`src/design/lobm_pkg.sv`:
```
// Shared types and constants for the limit order book matcher.
// No dependencies.
package lobm_pkg;
  localparam int unsigned PriceLevelsDef = 256;
  localparam int unsigned QueueDepthDef  = 16;
  localparam int unsigned PriceW  = 8;
  localparam int unsigned VolW    = 16;
  localparam int unsigned TradeW  = 21;
  localparam int unsigned FillW   = 6;

  typedef struct packed {
    logic              is_bid;
    logic [PriceW-1:0] order_price;
    logic [VolW-1:0]   order_volume;
  } order_t;

  typedef struct packed {
    logic              status;
    logic [TradeW-1:0] traded_volume;
    logic [FillW-1:0]  fill_count;
    logic [PriceW-1:0] best_bid;
    logic              bid_valid;
    logic [PriceW-1:0] best_ask;
    logic              ask_valid;
  } result_t;
endpackage

```
`src/design/lobm_if.sv`:
```
// Valid/ready channel interfaces for orders and results.
// Depends on lobm_pkg.
interface lobm_order_if import lobm_pkg::*; ();
  logic   valid;
  logic   ready;
  order_t word;
  modport source (output valid, output word, input ready);
  modport sink   (input valid, input word, output ready);
endinterface


```
`src/design/lobm_front.sv`:
```
// Front end: accepts orders and holds them in a two-entry queue for the engine.
// Depends on lobm_pkg and lobm_if.
module lobm_front import lobm_pkg::*; (
  input  logic   clk_i,
  input  logic   rst_ni,
  lobm_order_if.sink in_i,
  output logic   q_valid_o,
  output order_t q_word_o,
  input  logic   q_pop_i
);
  order_t     buf_q [2];
  logic       wr_q, rd_q;
  logic [1:0] cnt_q;
  logic       push;

  assign in_i.ready = (cnt_q != 2'd2);
  assign push       = in_i.valid && in_i.ready;
  assign q_valid_o  = (cnt_q != 2'd0);
  assign q_word_o   = buf_q[rd_q];

  always_ff @(posedge clk_i) begin
    if (push) begin
      buf_q[wr_q] <= in_i.word;
    end
  end

  always_ff @(posedge clk_i or negedge rst_ni) begin
    if (!rst_ni) begin
      wr_q  <= 1'b0;
      rd_q  <= 1'b0;
      cnt_q <= 2'd0;
    end else begin
      if (push) wr_q <= ~wr_q;
      if (q_pop_i) rd_q <= ~rd_q;
      cnt_q <= cnt_q + {1'b0, push} - {1'b0, q_pop_i};
    end
  end

  assert property (@(posedge clk_i) disable iff (!rst_ni) cnt_q <= 2'd2)
    else $error("queue overflow");
  assert property (@(posedge clk_i) disable iff (!rst_ni) q_pop_i |-> q_valid_o)
    else $error("pop from empty queue");
  assert property (@(posedge clk_i) disable iff (!rst_ni)
    (cnt_q == 2'd2 && !q_pop_i) |=> cnt_q == 2'd2)
    else $error("queue lost an entry");
endmodule

```
`src/flat_wrapper.sv`:
```
// flat-port wrapper written by rule: the top's interface ports become plain ports
module lobm_front_flat import lobm_pkg::*;
  (clk_i, rst_ni, q_valid_o, q_word_o, q_pop_i, in_i_valid, in_i_word, in_i_ready);
  lobm_order_if in_i_i ();
  input  logic clk_i;
  input  logic rst_ni;
  output logic q_valid_o;
  output order_t q_word_o;
  input  logic q_pop_i;
  input wire logic [$bits(in_i_i.valid)-1:0] in_i_valid;
  input wire logic [$bits(in_i_i.word)-1:0] in_i_word;
  output wire logic [$bits(in_i_i.ready)-1:0] in_i_ready;
  assign in_i_i.valid = in_i_valid;
  assign in_i_i.word = in_i_word;
  assign in_i_ready = in_i_i.ready;
  lobm_front u_core (.clk_i(clk_i), .rst_ni(rst_ni), .in_i(in_i_i), .q_valid_o(q_valid_o), .q_word_o(q_word_o), .q_pop_i(q_pop_i));
endmodule
```
`config.mk`:
```
export PLATFORM = sky130hd
export DESIGN_NAME = lobm_front_flat
export DESIGN_NICKNAME = d
export VERILOG_FILES = /design/src/design/lobm_pkg.sv /design/src/design/lobm_if.sv /design/src/design/lobm_front.sv /design/src/flat_wrapper.sv
export SDC_FILE = /design/constraint.sdc
export NUM_CORES = 1
export LEC_CHECK = 0
export ABC_AREA = 1
export BUFFER_PORTS_ARGS = -buffer_cell sky130_fd_sc_hd__buf_2
export CAP_MARGIN = 10
export CORE_UTILIZATION = 51
export DETAILED_ROUTE_END_ITERATION = 6
export PLACE_DENSITY = 0.75
export SYNTH_ARGS = -nofsm -noshare
export SYNTH_HDL_FRONTEND = slang
export SYNTH_SLANG_ARGS = --single-unit
```
`constraint.sdc`:
```
create_clock -name clk_i -period 2.74 [get_ports clk_i]
set_input_delay 0.274 -clock clk_i [delete_from_list [all_inputs] [get_ports clk_i]]
set_output_delay 0.274 -clock clk_i [all_outputs]
set_load 0.02 [all_outputs]
```
Word level (Yosys, flattened, before mapping). Memories as Yosys holds them, arrays and structs flattened. Index checks and enable logic that the tools add are counted.

Bits in registers: 4. Input port bits: 29. RAM bits: 50. Memories kept: 1.

Memories: u_core.buf_q (words 2, width 25, rd ports 1, clocked after memory_dff 0, wr ports 1, RTL line lobm_front.sv:11) `order_t buf_q [2];`.

Muxes and demuxes: 2. Reduce and logical (&&, ||, !) cells: 2. Eq/ne operators: 1. Add/sub/neg operators: 2. Bitwise operators: 2.

Operators with widths (count): adder 2 x 1 -> 2 bit (1); two-way mux 1 bit (2); inequality test 2 bit (second input constant) (1); NOT 1 bit (2); nonzero test 2 bit (1); subtractor 2 x 1 -> 2 bit (1); logical AND 1 bit (1).

Longest topological paths before layout.
Depth in word-level cells: 4. Mapped depth: 8. Gate-level depth less buffers: 8.

Worst setup path after synthesis. No wires, ideal clock.

Path kind: register to register. Start point: register u_core.cnt_q[1]. End point: memory u_core.buf_q[1][0] (netlist name) (enable). Clock period less this slack: 2.248 ns. Path slack: 0.492 ns. Data arrival time: 1.840 ns. Stages on the path, launching flop included: 4. Path through: dfrtp_1 > nand2_1 > nand2_1 > nor2_1.

Cells in the longest elaborated chain, start to end: 4.

RTL lines: start, declared (RTL line lobm_front.sv:13) `logic [1:0] cnt_q;`; start signal, assigned (RTL line lobm_front.sv:35) `cnt_q <= cnt_q + {1'b0, push} - {1'b0, q_pop_i};`; inequality test 2 bit (RTL line lobm_front.sv:16) `assign in_i.ready = (cnt_q != 2'd2);`; named net in_i_ready (RTL line flat_wrapper.sv:12) `output wire logic [$bits(in_i_i.ready)-1:0] in_i_ready;`; logical AND 1 bit (RTL line lobm_front.sv:17) `assign push = in_i.valid && in_i.ready;`; two-way mux 1 bit (RTL line lobm_front.sv:22) `if (push) begin`; two-way mux 1 bit (implied by the code) (RTL line lobm_front.sv:23) `buf_q[wr_q] <= in_i.word;`; end, declared (RTL line lobm_front.sv:11).

The timed path passes the listed nets, and every way through them passes these cells.

Worst setup path in the final report.
Start point: register u_core.cnt_q[1]. End point: memory u_core.buf_q[0][4] (netlist name) (enable).

Cells in the longest elaborated chain, start to end: 4.

RTL lines (RTL line): inequality test 2 bit (lobm_front.sv:16); logical AND 1 bit (lobm_front.sv:17); two-way mux 1 bit (lobm_front.sv:22); two-way mux 1 bit (implied by the code) (lobm_front.sv:23).

Every way passes these cells.

==> impl_metrics.xml <==
<?xml version="1.0" encoding="UTF-8"?>
<metrics>
  <group name="sta">
    <metric name="min_period_over_period" unit="%">65.1</metric>
    <metric name="tightest_slew" unit="ps">583</metric>
    <metric name="max_slew_margin" unit="%">61.1</metric>
    <metric name="final_number_of_setup_violating_endpoints" unit="">0</metric>
    <metric name="timing.final.crit_period" unit="ps">1780</metric>
    <metric name="final_max_slew_viol_count" unit="">0</metric>
    <metric name="fin_skew" unit="ps">8.35</metric>
    <metric name="timing_hold_violations_final" unit="">0</metric>
    <metric name="upper_clock_frequency_limit" unit="MHz">561</metric>
    <metric name="setup-tns-final" unit="ps">0</metric>
    <metric name="rsz0062_at_grt" unit="">no</metric>
  </group>
  <group name="min_path">
    <metric name="holdCritStartpoint" unit="">in_i_word[19]</metric>
    <metric name="hold_path.class" unit="">input pin to flip-flop</metric>
  </group>
  <group name="worst_setup_path">
    <metric name="cp-startpoint" unit="">u_core.cnt_q[1]$_DFF_PN0_</metric>
    <metric name="crit_path_max_fanout" unit="">15</metric>
    <metric name="critPathRequiredTime" unit="ps">2740</metric>
    <metric name="setup.worst_path.class" unit="">flip-flop to flip-flop</metric>
    <metric name="setup.worst_path.start_class" unit="">flip-flop</metric>
    <metric name="worst_r2r_startpoint" unit="">u_core.cnt_q[1]$_DFF_PN0_</metric>
    <metric name="setup.worst_path.end_class" unit="">flip-flop</metric>
    <metric name="critPathArrivalTime" unit="ps">1780</metric>
  </group>
  <group name="die">
    <metric name="die_y" unit="um">66.5</metric>
    <metric name="initial_core_util" unit="%">53.0</metric>
    <metric name="floorplan.die_area" unit="sq um">4420</metric>
    <metric name="row_count" unit="">23</metric>
    <metric name="die_w" unit="um">66.5</metric>
    <metric name="ioPinCount" unit="">56</metric>
    <metric name="design.core.area" unit="sq um">4000</metric>
  </group>
  <group name="placement">
    <metric name="gp_congestion" unit="">0.674</metric>
    <metric name="placement.io_buffers" unit="">55</metric>
    <metric name="post-dp-hpwl" unit="um">2440</metric>
    <metric name="placed_area" unit="sq um">2440</metric>
  </group>
  <group name="logic_synthesis">
    <metric name="synth_cells" unit="">107</metric>
    <metric name="largest_cells_by_area_after_synthesis" unit="">edfxtp_1 (71%), mux2_4 (13%), dfrtp_1 (4.7%)</metric>
    <metric name="synthDistinctLibCells" unit="">13</metric>
    <metric name="synth_warnings" unit="">0</metric>
    <metric name="synth_largest_area_cell" unit="">edfxtp_1</metric>
    <metric name="synth.yosys.seq_area_share" unit="%">75.5</metric>
    <metric name="post-synth-top-area-fraction" unit="%">70.8</metric>
    <metric name="netlist_area" unit="sq um">2120</metric>
    <metric name="syn-mean-instance-area" unit="sq um">19.8</metric>
    <metric name="yosys_register_bits" unit="">54</metric>
    <metric name="syn_nets" unit="">137</metric>
  </group>
  <group name="finish">
    <metric name="area.growth.synth_to_final" unit="%">20.8</metric>
    <metric name="num-nets-final" unit="">201</metric>
    <metric name="antenna_cells" unit="">0</metric>
    <metric name="post_route_cells_drive_above_1_share" unit="%">54.1</metric>
    <metric name="layout.filler_cells" unit="">279</metric>
    <metric name="cell_area_after_layout" unit="sq um">2560</metric>
  </group>
  <group name="power_and_ir_drop">
    <metric name="worst_ir_drop_vdd" unit="V">0.000612</metric>
    <metric name="p_leak" unit="nW">1.07</metric>
    <metric name="power_density" unit="nW/um^2">1080</metric>
  </group>
  <group name="global_routing">
    <metric name="global_route.usage.total" unit="%">16.5</metric>
    <metric name="maximum_number_of_pins_on_one_net_before_global_route_repair" unit="">18</metric>
    <metric name="grt_antenna_before_repair" unit="">0</metric>
    <metric name="first_pass_grt_wire_length" unit="um">5020</metric>
    <metric name="vias_in_the_first_global_route" unit="">1101</metric>
    <metric name="overflow" unit="">0</metric>
  </group>
  <group name="detailed_routing">
    <metric name="wl" unit="um">3330</metric>
    <metric name="post_detailed_route_via_to_cell_ratio" unit="">5.00</metric>
    <metric name="remaining_drc_errors" unit="">0</metric>
    <metric name="drt-wirelength-per-cell" unit="um">15.0</metric>
    <metric name="number_of_iterations_in_the_first_detailed_routing_pass" unit="">4</metric>
    <metric name="route.antenna.remaining_nets" unit="">0</metric>
    <metric name="via_count" unit="">1110</metric>
    <metric name="first_iter_violations" unit="">52</metric>
  </group>
  <group name="clock_network">
    <metric name="max-clock-path-buffers" unit="">2</metric>
    <metric name="clkLatencyLatePin" unit="ps">300</metric>
    <metric name="ctsRootBufferMaster" unit="">clkbuf_8</metric>
    <metric name="clock_sinks" unit="">54</metric>
    <metric name="clock_tree_from_tritoncts" unit="">done</metric>
    <metric name="htree_levels" unit="">2</metric>
    <metric name="clkSlewWorstSetupHoldPaths" unit="ps">90</metric>
    <metric name="tritoncts.num_buffers" unit="">5</metric>
  </group>
  <group name="run_status">
    <metric name="status" unit="">finished clean</metric>
  </group>
  <group name="flow_run">
    <metric name="maxCapViolations" unit="">0</metric>
  </group>
</metrics>
==> state kept, by name, indices dropped and copies added, names as in the netlist <==
signal        flops
u_core.buf_q     50
u_core.cnt_q      2
u_core.rd_q       1
u_core.wr_q       1
==> cell families after synthesis <==
logic type      after synthesis  share of synthesized area, %
buf+inv                      10                          3.66
fa+ha+maj                     1                         0.590
mux                          25                          16.6
compound gates                1                         0.236
xor+xnor                      2                         0.826
simple gates                 14                          2.59
flops                        54                          75.5
==> Yosys cell counts (all sizes together) <==
cell type / instances
buf: 3
nand3: 2
edfxtp: 50
xor2: 2
a21oi: 1
inv: 7
nor2: 4
nand2: 8
dfrtp: 4
mux2: 25
ha: 1
==> path summary, 6_finish.rpt <==
kind                                                  to  slack [ps]  cells after the start
setup / recovery            u_core.buf_q[0][4]$_DFFE_PP_         960                      4
hold / removal             u_core.buf_q[0][19]$_DFFE_PP_         150                      1
setup reg to reg            u_core.buf_q[0][4]$_DFFE_PP_         960                      4
hold reg to reg                  u_core.wr_q$_DFFE_PN0P_         560                      2
max in group asynchronous      u_core.cnt_q[1]$_DFF_PN0_        2320                      2
min in group asynchronous        u_core.wr_q$_DFFE_PN0P_         290                      2
==> per-layer routing <==
layer  share of wire, %  track usage [%]  wire length (um)  vias up
li1                   -                -                 -      522
met1                 38             18.5              1260      538
met2                 54             27.9              1790       41
met3                5.7             5.14               190        9
met4                2.5             8.78                82        0
met5                  0                0                 0        -
==> placed cells by master, fill, tap and decap left out, types with 2 or more instances in the layout <==
cell	instances
buf_2	55
edfxtp_1	50
mux2_4	19
nand2_1	8
inv_1	7
mux2_2	6
clkbuf_8	5
buf_4	4
dfrtp_1	4
xor2_1	2
nand3_1	2
nor2_2	2
nor2_1	2
==> cell type report <==
| type | count | area (sq um) | area share (%) |
|---|---|---|---|
| clock inverter | 2 | 37.5 | 1.46 |
| clock buffer | 6 | 72.6 | 2.83 |
| multi-input combinational | 43 | 448 | 17.5 |
| sequential | 54 | 1600 | 62.5 |
| inverter | 7 | 26.3 | 1.02 |
| tap | 50 | 62.6 | 2.44 |
| timing repair buffer | 60 | 315 | 12.3 |
==> repair_timing <==
item	4_1_cts	5_1_grt
gates resized for setup	0	0
hold endpoints to repair	4	0
setup buffers	0	0
hold buffers	1	0
==> per-stage QoR <==
stage	std cells	setup slack, ps	util, %	power (mW)	hold slack, ps
after global placement	213	1030	61.1	2.24	83.0
after global routing	222	827	64.1	2.91	138
after floorplan	107	492	-	2.04	-21.6
final	222	956	64.1	2.77	153
after CTS	222	937	64.1	2.79	147
after detailed placement	213	944	61.1	2.28	86.0
==> power by group <==
part           total (mW)  switching [mW]  internal (mW)
sequential           1.19          0.0586           1.13
clock               0.515           0.242          0.273
combinational        1.07           0.610          0.456
==> critical path, stage by stage (launching register included) <==
cell and delay [ps]:
dfrtp_1 410, nand2_1 120, nand2_1 130, nor2_2 480, buf_4 340
(Power assumes the default switching activity.)
